## src/hdl/ops_pkg.sv

```systemverilog
package ops_pkg;

  localparam int CordicSteps = 24;
  localparam logic signed [33:0] CordicGain = 34'sd652032874;
  localparam logic signed [34:0] TravelLimit = 35'sd4294967296;

  typedef enum logic [1:0] {
    LEG_FIRST  = 2'd0,
    LEG_TURN   = 2'd1,
    LEG_SECOND = 2'd2,
    LEG_DONE   = 2'd3
  } leg_t;

  typedef enum logic [3:0] {
    ST_IDLE,
    ST_DIST,
    ST_DTH,
    ST_DTHH,
    ST_CORDIC,
    ST_PX,
    ST_PY,
    ST_SQX,
    ST_SQY,
    ST_SQL,
    ST_DECIDE,
    ST_OUT
  } state_t;

  localparam logic [2:0] REG_MPT    = 3'd0;
  localparam logic [2:0] REG_TPM    = 3'd1;
  localparam logic [2:0] REG_FIRST  = 3'd2;
  localparam logic [2:0] REG_TURN   = 3'd3;
  localparam logic [2:0] REG_SECOND = 3'd4;
  localparam logic [2:0] REG_FWD    = 3'd5;
  localparam logic [2:0] REG_SPIN   = 3'd6;

  function automatic logic [31:0] atan_entry(input logic [4:0] i);
    logic [31:0] r;
    begin
      unique case (i)
        5'd0: r = 32'd536870912;  5'd1: r = 32'd316933406;
        5'd2: r = 32'd167458907;  5'd3: r = 32'd85004756;
        5'd4: r = 32'd42667331;   5'd5: r = 32'd21354465;
        5'd6: r = 32'd10679838;   5'd7: r = 32'd5340245;
        5'd8: r = 32'd2670163;    5'd9: r = 32'd1335087;
        5'd10: r = 32'd667544;    5'd11: r = 32'd333772;
        5'd12: r = 32'd166886;    5'd13: r = 32'd83443;
        5'd14: r = 32'd41722;     5'd15: r = 32'd20861;
        5'd16: r = 32'd10430;     5'd17: r = 32'd5215;
        5'd18: r = 32'd2608;      5'd19: r = 32'd1304;
        5'd20: r = 32'd652;       5'd21: r = 32'd326;
        5'd22: r = 32'd163;       5'd23: r = 32'd81;
        5'd24: r = 32'd41;        5'd25: r = 32'd20;
        5'd26: r = 32'd10;        5'd27: r = 32'd5;
        5'd28: r = 32'd3;         5'd29: r = 32'd1;
        5'd30: r = 32'd1;         default: r = 32'd0;
      endcase
      return r;
    end
  endfunction

endpackage

```

## src/hdl/ops_cordic.sv

```systemverilog
// Rotation-mode CORDIC, one micro-rotation per cycle.
module ops_cordic import ops_pkg::*; (
  input  logic               clk,
  input  logic               rst,
  input  logic               start,
  input  logic [31:0]        angle,
  output logic               done,
  output logic signed [33:0] cos_out,
  output logic signed [33:0] sin_out
);

  logic               busy;
  logic [4:0]         step;
  logic [1:0]         quad;
  logic signed [33:0] x, y;
  logic signed [32:0] z;
  logic [1:0]         q_in;
  logic [31:0]        z_in;
  logic signed [33:0] xs, ys;
  logic signed [32:0] at;

  assign q_in = 2'((angle + 32'h2000_0000) >> 30);
  assign z_in = angle - {q_in, 30'd0};
  assign xs = x >>> step;
  assign ys = y >>> step;
  assign at = {1'b0, atan_entry(step)};

  // iteration registers
  always_ff @(posedge clk) begin
    if (rst) begin
      busy <= 1'b0;
      done <= 1'b0;
      step <= '0;
    end else begin
      done <= 1'b0;
      if (start) begin
        busy <= 1'b1;
        step <= '0;
        quad <= q_in;
        x    <= CordicGain;
        y    <= '0;
        z    <= {z_in[31], z_in};
      end else if (busy) begin
        if (!z[32]) begin
          x <= x - ys; y <= y + xs; z <= z - at;
        end else begin
          x <= x + ys; y <= y - xs; z <= z + at;
        end
        if (step == 5'(CordicSteps - 1)) begin
          busy <= 1'b0;
          done <= 1'b1;
        end else begin
          step <= step + 5'd1;
        end
      end
    end
  end

  // quadrant fold
  always_comb begin
    unique case (quad)
      2'd0: begin cos_out = x;  sin_out = y;  end
      2'd1: begin cos_out = -y; sin_out = x;  end
      2'd2: begin cos_out = -x; sin_out = -y; end
      default: begin cos_out = y; sin_out = -x; end
    endcase
  end

  a_done_after_busy: assert property (@(posedge clk) disable iff (rst)
    done |-> $past(busy)) else $error("cordic done without run");

endmodule

```

## config.mk

```make
export PLATFORM = sky130hd
export DESIGN_NAME = ops_cordic
export DESIGN_NICKNAME = d
export VERILOG_FILES = /design/src/hdl/ops_pkg.sv /design/src/hdl/ops_cordic.sv
export SDC_FILE = /design/constraint.sdc
export NUM_CORES = 1
export LEC_CHECK = 0
export BUFFER_PORTS_ARGS = -buffer_cell sky130_fd_sc_hd__clkbuf_2
export CAP_MARGIN = 10
export CORE_MARGIN = 3
export CORE_UTILIZATION = 61
export CTS_CLUSTER_SIZE = 8
export DETAILED_ROUTE_END_ITERATION = 6
export GPL_ROUTABILITY_DRIVEN = 1
export PLACE_DENSITY = 0.79
export SKIP_CTS_REPAIR_TIMING = 1
export SYNTH_ARGS = -nofsm -noshare
export SYNTH_HDL_FRONTEND = slang
export SYNTH_SLANG_ARGS = --single-unit
```

## constraint.sdc

```tcl
create_clock -name clk -period 9.15 [get_ports clk]
set_clock_uncertainty 0.15 [all_clocks]
set_input_delay 2.745 -clock clk [delete_from_list [all_inputs] [get_ports clk]]
set_output_delay 2.745 -clock clk [all_outputs]
set_load 0.02 [all_outputs]
```

### After elaboration in Yosys (flattened, before gate mapping)

Memory sizes are Yosys's and may differ from the RTL's. A register that Yosys moved wholly into a read port is not among the register bits.
Cells that the tools add are included.

* register bits after elaboration: 110
* bits in read-only memories: 960
* input port bits: 35
* word-level logic and storage cells: 49
* memories: 1

* $add $sub $neg: 11
* equality and inequality tests: 3
* shift operators: 2
* muxes and demuxes: 15
* bitwise gates (word level): 3
* reduce and logical (&&, ||, !) cells: 7

Memories
* (no name shown): words 32, bits a word 30, read ports 1, clocked after Yosys merged registers in 1, wr ports 0, RTL line ops_pkg.sv:40 `unique case (i)`

Operators with widths (number)
* one-hot mux 34 bit (3 select lines): 2
* two-way mux 34 bit: 4
* two-way mux 33 bit: 3
* adder 34 bit: 2
* negator 34 bit: 2
* >>> shifter 34 x 5 -> 34 bit: 2
* subtractor 34 bit: 2
* adder 33 bit: 1
* subtractor 33 bit: 1
* adder 32 x 30 -> 32 bit, second input constant: 1
* subtractor 32 bit: 1
* two-way mux 5 bit: 2
* AND reduction 2 bit: 3
* adder 5 x 1 -> 5 bit, second input constant: 1
* == test 5 bit, second input constant: 1
* two-way mux 1 bit: 4
* inverter 1 bit: 3
* OR reduction 3 bit: 1
* == test 2 x 1 -> 1 bit, second input constant: 1
* == test 2 bit, second input constant: 1
* logical NOT 2 bit: 1
* nonzero test 2 bit: 1
* OR reduction 2 bit: 1

### Logic depth before layout (Yosys ltp)

Gate-level depths: netlist of the first run.

* depth in word-level cells: 5
* depth in mapped cells: 26

### Worst setup path after synthesis of the first run

Ideal clock, no wire load.

* path kind: input to register
* from: in start
* to: reg x[0], enable pin
* arrival time: 7.834 ns
* slack: 0.604 ns
* cell stages on the path: 5
* path buffers: 3
* cell sequence: clkbuf_1 buf_1 buf_1 nor2_1 nor2_1

* longest elaborated chain between the ends: 2

Ends and longest elaborated chain
* start, declared: RTL line ops_cordic.sv:5 `input logic start,`
* nonzero test 2 bit (no line)
* AND reduction 2 bit (no line)
* end signal, assigned: RTL line ops_cordic.sv:40 `x <= CordicGain;`
* end signal, assigned: RTL line ops_cordic.sv:45 `x <= x - ys; y <= y + xs; z <= z - at;`
* end signal, assigned: RTL line ops_cordic.sv:47 `x <= x + ys; y <= y - xs; z <= z + at;`
* end, declared: RTL line ops_cordic.sv:15 `logic signed [33:0] x, y;`

Every way passes these cells.
A chain may end at the register's enable or synchronous reset.

### Worst setup path in the final report of the first run

* from: reg step[0]
* to: reg y[31], data pin

* longest elaborated chain between the ends: 4

Ends and longest elaborated chain
* start, declared: RTL line ops_cordic.sv:13 `logic [4:0] step;`
* start signal, assigned: RTL line ops_cordic.sv:53 `step <= step + 5'd1;`
* >>> shifter 34 x 5 -> 34 bit *: RTL line ops_cordic.sv:24 `assign xs = x >>> step;`
* adder 34 bit / subtractor 34 bit (equally long branches): RTL line ops_cordic.sv:45, ops_cordic.sv:47
* two-way mux 34 bit *: RTL line ops_cordic.sv:44 `if (!z[32]) begin`
* two-way mux 34 bit *: RTL line ops_cordic.sv:43 `end else if (busy) begin`
* end signal, assigned: RTL line ops_cordic.sv:45
* end signal, assigned: RTL line ops_cordic.sv:47
* end, declared: RTL line ops_cordic.sv:15

Every way passes the cells marked *; elsewhere a longest branch is shown, timed or not. The select of a mux whose other input is x is not followed.

==> flow_metrics.env, run 1 <==
export IMPL_synthTopCellsByArea="edfxtp_1, mux4_2, ha_1, xnor2_1, a21oi_1"
export IMPL_drt_initial_drc_count=2855
export IMPL_die_h_um=189
export IMPL_num_io_pins=104
export IMPL_initial_utilization=0.624
export IMPL_reg2reg_depth=19
export IMPL_yosysSeqAreaShare=0.187
export IMPL_antenna_found_initial=2
export IMPL_clockBufferDepth=2
export IMPL_area_growth_pct=5.83
export IMPL_synth_seq_cells=140
export IMPL_syn_nets=2642
export IMPL_dieArea_um2=35800
export IMPL_path_max_fanout=59
export IMPL_vias=20891
export IMPL_placed_area_um2=21100
export IMPL_cts_made_buffers=17
export IMPL_routabilityCongestion=1.11
export IMPL_regToRegStartpoint="step[0]"
export IMPL_status="completed"
export IMPL_hold_path_class="register to register"
export IMPL_arrival_ns=7.55
export IMPL_root_buffer="clkbuf_16"
export IMPL_met3_usage=0.0874
export IMPL_grt_start_max_net_pins=92
export IMPL_ant_nets=0
export IMPL_placedCellCount=2887
export IMPL_coreArea_um2=32900
export IMPL_r2r_setup_slack_ns=1.66
export IMPL_p_per_area_nw_per_um2=245
export IMPL_hold_depth=2
export IMPL_track_usage=0.422
export IMPL_ir_drop_mv=0.207
export IMPL_grt_pass1_wl_um=117000
export IMPL_hold_worst_slack_ns=0.491
export IMPL_finalNonFillerCells=2921
export IMPL_fin_setup_tns_ns=0
export IMPL_dp_hpwl_um=57100
export IMPL_cp_startpoint="step[0]"
export IMPL_die_w_um=189
export IMPL_crit_type="register to register"
export IMPL_multi_input_area_um2=15600
export IMPL_syn_area_um2=20500
export IMPL_h_tree_depth=4
export IMPL_ys_types=94
export IMPL_synth_edff_count=103
export IMPL_clock_sinks=140
export IMPL_wl_um=76900
export IMPL_synth_top_area_frac=0.151
export IMPL_rr_endpoint="y[31]"
export IMPL_period_needed_ns=7.49
export IMPL_drtPass1Iterations=7
export IMPL_max_cap_violations=0
export IMPL_async_flop_share=0
export IMPL_vias_per_cell=7.15
export IMPL_use_met2=0.686
export IMPL_holdPathEnd="done"
export IMPL_overflow=0
export IMPL_cp_required_ns=9.20
export IMPL_yosys_area_top_type="edfxtp_1"
export IMPL_finalCritPeriodShare=0.819
export IMPL_grt_pass1_vias=19962
export IMPL_report_final_slew_viol_count=0
export IMPL_endpoint_kind="register"
export IMPL_cts_tree="yes"
export IMPL_setup_viol=0
export IMPL_tightest_slew_ns=1.19
export IMPL_wl_per_cell_um=26.3
export IMPL_busiest_layer="met2"
export IMPL_hold_viol_final=0
export IMPL_syn_inst=2491
export IMPL_drcViolationCount=0
export IMPL_p_leak_nw=8.50
export IMPL_rows=66
export IMPL_syn_avg_cell_area_um2=8.23
export IMPL_clock_fmax_mhz=133
export IMPL_fillCellCount=2802
export IMPL_port_buffers=103
export IMPL_use_met1=0.510
export IMPL_max_slew_margin_rel=0.202
export IMPL_worstHoldStart="busy"
export IMPL_startpoint_type="register"
export IMPL_rsz0062_at_grt="false"
export IMPL_clk_insertion_delay_late_ns=0.47
export IMPL_dpl_worst_slack_ns=1.74
export IMPL_clk_pin_slew_ns=0.08
export IMPL_synth_flop_cell="edfxtp_1"
export IMPL_seq_area_um2=3850
export IMPL_yosys_warnings=0
export IMPL_post_route_cell_area_um2=21700
export IMPL_setup_ws_ns=1.66
export IMPL_drive_gt1_frac=0.144
export IMPL_finalNetCount=2615
==> logic make-up (layout without fill, tap and decap cells) <==
| group | Yosys count | count (layout) | synth area share |
|---|---|---|---|
| adder cells (fa/ha/maj) | 117 | 117 | 0.0724 |
| buffers and inverters | 258 | 244 | 0.0528 |
| flip-flops | 140 | 140 | 0.187 |
| other | 0 | 2 | 0 |
| AO/OA/AOI/OAI | 695 | 695 | 0.216 |
| multiplexers | 210 | 210 | 0.171 |
| XOR/XNOR | 243 | 243 | 0.104 |
| AND/OR/NAND/NOR | 828 | 828 | 0.197 |
==> cells in the mapped netlist, drive strengths merged (6+ instances only) <==
library cell / number
a21o: 43
mux4: 108
inv: 65
xor2: 104
or3: 16
nand3: 42
a41oi: 7
buf: 67
a221oi: 8
nor2: 251
or4: 16
a22oi: 17
a221o: 9
ha: 113
nand4: 12
nand3b: 6
nor4: 22
o211ai: 18
clkbuf: 124
a32o: 8
o41ai: 9
nor2b: 28
edfxtp: 103
and2: 23
o221ai: 11
a211oi: 32
and3: 30
a31oi: 33
dfxtp: 37
o21a: 18
o21ai: 175
mux2i: 69
o2111ai: 6
a22o: 6
a21boi: 11
nand2: 219
nor3b: 17
xnor2: 139
a21oi: 194
nor3: 73
o31ai: 19
o22ai: 17
or2: 14
mux2: 33
nand2b: 39
==> through the flow <==
stage / util / power, mW
3_5_place_dp: 0.642 / 4.44
3_3_place_gp: 0.642 / 4.37
5_1_grt: 0.660 / 5.61
2_1_floorplan: - / 3.50
4_1_cts: 0.660 / 5.21
6_report: 0.660 / 5.32
==> layout make-up <==
| type | instances | area share |
|---|---|---|
| multi-input cells | 2093 | 0.719 |
| flip-flops and latches | 140 | 0.177 |
| repair buffers | 145 | 0.0384 |
| well taps | 442 | 0.0255 |
| clock buffers | 20 | 0.0231 |
| inverters | 67 | 0.0116 |
| clock inverters | 12 | 0.00484 |
| diodes | 2 | 0.000231 |
==> layer usage <==
metal  vias to the layer above  part of all wire
met5                         -                 0
met4                         0             0.077
met3                       362              0.10
met2                      1384              0.45
met1                      9887              0.37
li1                       9258                 -
==> power by group <==
| part | internal (mW) | total (mW) | switching (mW) |
|---|---|---|---|
| combinational | 1.38 | 3.34 | 1.95 |
| sequential | 0.858 | 1.23 | 0.376 |
| clock | 0.407 | 0.751 | 0.344 |
==> worst max-delay path, stage by stage, from the launching register on <==
cell	delay, ns
dfxtp_4	0.66
buf_4	0.78
mux4_2	0.67
or2_1	0.27
a32oi_1	0.42
o2bb2ai_1	0.24
nor4_4	0.34
and4_1	0.34
a21oi_1	0.10
xor2_1	0.18
ha_1	0.30
inv_1	0.10
nor2_1	0.06
or4_1	0.47
o221ai_1	0.34
a31oi_1	0.29
a211oi_1	0.64
nor3b_1	0.15
o21ai_0	0.17
or3b_2	0.45
==> placed cells by master, fill, tap and decap left out, drive strengths merged, types with 43 or more instances in the layout <==
cell type	count
a21oi	194
mux4	108
inv	76
buf	43
nor2	251
o21ai	175
edfxtp	103
xnor2	139
nor3	73
xor2	104
nand2	219
clkbuf	122
a21o	43
mux2i	69
ha	113
==> sequential cells by signal, indices dropped and copies added, names as in the netlist <==
signal,count
x,34
done,1
busy,1
at,30
quad,2
z,33
y,34
step,5
==> worst max path at each step <==
stage / cells after the start / to
2_1_floorplan: 5 / x[0]
3_3_place_gp: 19 / y[31]
3_5_place_dp: 19 / y[31]
4_1_cts: 19 / y[31]
5_1_grt: 19 / y[31]
6_report: 19 / y[31]
Power figures use the tool's default switching activity.
==> run 2, diff against run 1 <==
clock period = 7.6 ns   (was 9.15 ns; I/O delays follow)
==> run 2 against run 1 <==
Net effect:
- the flow now finishes with violations (design-rule violations)
- sequential power grew 16%
- wire length increased by 2.0%
- clock-buffer cell count is the same
- via count grew 0.44%
- core utilization grew 0.83 points
- sequential cell count unchanged
- maximum frequency is 5.2% higher
- highest routed layer unchanged
==> flow_metrics.env, run 2 (same netlist as run 1, synthesis figures left out) <==
export IMPL_vias=20983
export IMPL_dp_hpwl_um=57600
export IMPL_clock_sinks=140
export IMPL_rsz0062_at_grt="false"
export IMPL_track_usage=0.430
export IMPL_clockBufferDepth=2
export IMPL_rows=66
export IMPL_clk_pin_slew_ns=0.06
export IMPL_cp_required_ns=7.64
export IMPL_rr_endpoint="x[33]"
export IMPL_crit_type="register to register"
export IMPL_path_max_fanout=71
export IMPL_grt_pass1_vias=20484
export IMPL_ir_drop_mv=0.141
export IMPL_coreArea_um2=32900
export IMPL_period_needed_ns=7.12
export IMPL_final_common_cell="nor2_1"
export IMPL_cts_tree="yes"
export IMPL_final_cell_mix="nor2_1, nand2_1, a21oi_1"
export IMPL_wl_per_cell_um=26.7
export IMPL_regToRegStartpoint="step[1]"
export IMPL_h_tree_depth=4
export IMPL_largestRegisters="x (34), y (34), z (33)"
export IMPL_wl_um=78400
export IMPL_hold_viol_final=0
export IMPL_endpoint_kind="register"
export IMPL_overflow=0
export IMPL_grt_pass1_wl_um=119000
export IMPL_grt_start_max_net_pins=114
export IMPL_dieArea_um2=35800
export IMPL_cp_startpoint="step[1]"
export IMPL_hold_path_class="register to register"
export IMPL_die_w_um=189
export IMPL_routabilityCongestion=1.15
export IMPL_antenna_found_initial=3
export IMPL_fin_setup_tns_ns=0
export IMPL_clock_fmax_mhz=140
export IMPL_reg2reg_depth=20
export IMPL_max_slew_margin_rel=0.175
export IMPL_holdPathEnd="done"
export IMPL_root_buffer="clkbuf_16"
export IMPL_initial_utilization=0.624
export IMPL_cp_slowest_cell="dfxtp_4"
export IMPL_cpPeakStageDelay_ns=0.70
export IMPL_vias_per_cell=7.14
export IMPL_tightest_slew_ns=1.24
export IMPL_startpoint_type="register"
export IMPL_p_leak_nw=8.62
export IMPL_area_growth_pct=7.15
export IMPL_clk_insertion_delay_late_ns=0.45
export IMPL_max_cap_violations=0
export IMPL_die_h_um=189
export IMPL_p_per_area_nw_per_um2=298
export IMPL_finalCritPeriodShare=0.937
export IMPL_report_final_slew_viol_count=0
export IMPL_drtPass1Iterations=7
export IMPL_num_io_pins=104
export IMPL_port_buffers=103
export IMPL_r2r_setup_slack_ns=0.48
export IMPL_setup_viol=0
export IMPL_drt_initial_drc_count=2681
export IMPL_arrival_ns=7.16
export IMPL_power_mw=6.55
export IMPL_drive_gt1_frac=0.148
export IMPL_fin_util=0.668
export IMPL_finalNetCount=2631
export IMPL_hold_depth=2
export IMPL_ant_nets=0
export IMPL_status="complete, but fails checks"
export IMPL_cp_common_cell="a21oi_1"
export IMPL_cp_cell_sequence="buf_12, buf_4, mux4_2, mux2i_1, a222oi_1, o221ai_1, nor4b_1, and2_1, a21oi_1, xnor2_1, ha_1, nand4_1, or4_1, a21oi_1, o21ai_0, a21oi_1, o2111ai_1, a31oi_1, nor2_1, mux2_1"
export IMPL_drcViolationCount=1
export IMPL_fillCellCount=2798
export IMPL_worstHoldStart="busy"
export IMPL_violations="design-rule violations"
export IMPL_cts_made_buffers=17
==> run 2: stage by stage <==
| stage | hold WS, ns | cells | setup slack [ns] | area [µm²] |
|---|---|---|---|---|
| floorplan | 0.355 | 2491 | 1.21 | 20500 |
| global placement | 0.432 | 2903 | 0.787 | 21300 |
| detailed placement | 0.444 | 2903 | 0.715 | 21300 |
| CTS | 0.448 | 2935 | 0.691 | 22000 |
| global route | 0.495 | 2937 | 0.0138 | 22000 |
| finish | 0.472 | 2937 | 0.479 | 22000 |
==> run 2: final cells by class <==
| cell class | instances | area, µm² | area share |
|---|---|---|---|
| clock inverters | 12 | 233 | 0.0106 |
| well taps | 442 | 553 | 0.0252 |
| flip-flops and latches | 140 | 3850 | 0.175 |
| diodes | 2 | 5.00 | 0.000228 |
| inverters | 67 | 251 | 0.0114 |
| repair buffers | 161 | 1040 | 0.0474 |
| clock buffers | 20 | 437 | 0.0199 |
| multi-input cells | 2093 | 15600 | 0.710 |
==> run 2: report_power, final <==
part,switching [mW],internal [mW]
logic,2.43,1.69
clock network,0.377,0.621
registers,0.394,1.03
==> run 2: worst max-delay path: cells and delay by family, from the launching register on <==
family | cells | cell delay, ns
AO/OA/AOI/OAI | 8 | 1.97
XOR/XNOR | 1 | 0.14
adder cells (fa/ha/maj) | 1 | 0.38
buffers and inverters | 2 | 0.77
flip-flops | 1 | 0.70
multiplexers | 3 | 1.00
AND/OR/NAND/NOR | 5 | 1.66
==> run 2: worst max-delay path by stage <==
stage	to	slack [ns]	depth (start not counted)
2_1_floorplan	x[0]	1.21	5
3_3_place_gp	x[33]	0.79	20
3_5_place_dp	x[33]	0.72	21
4_1_cts	x[33]	0.69	21
5_1_grt	x[33]	0.01	20
6_report	x[33]	0.48	20
==> run 2: per-layer routing <==
layer	wire length [µm]	up-vias	GRT usage	part of all wire
met5	0	-	0	0
met4	5590	0	0.277	0.071
met3	9060	367	0.111	0.12
met2	35600	1432	0.687	0.45
met1	28200	9899	0.515	0.36
li1	-	9285	-	-
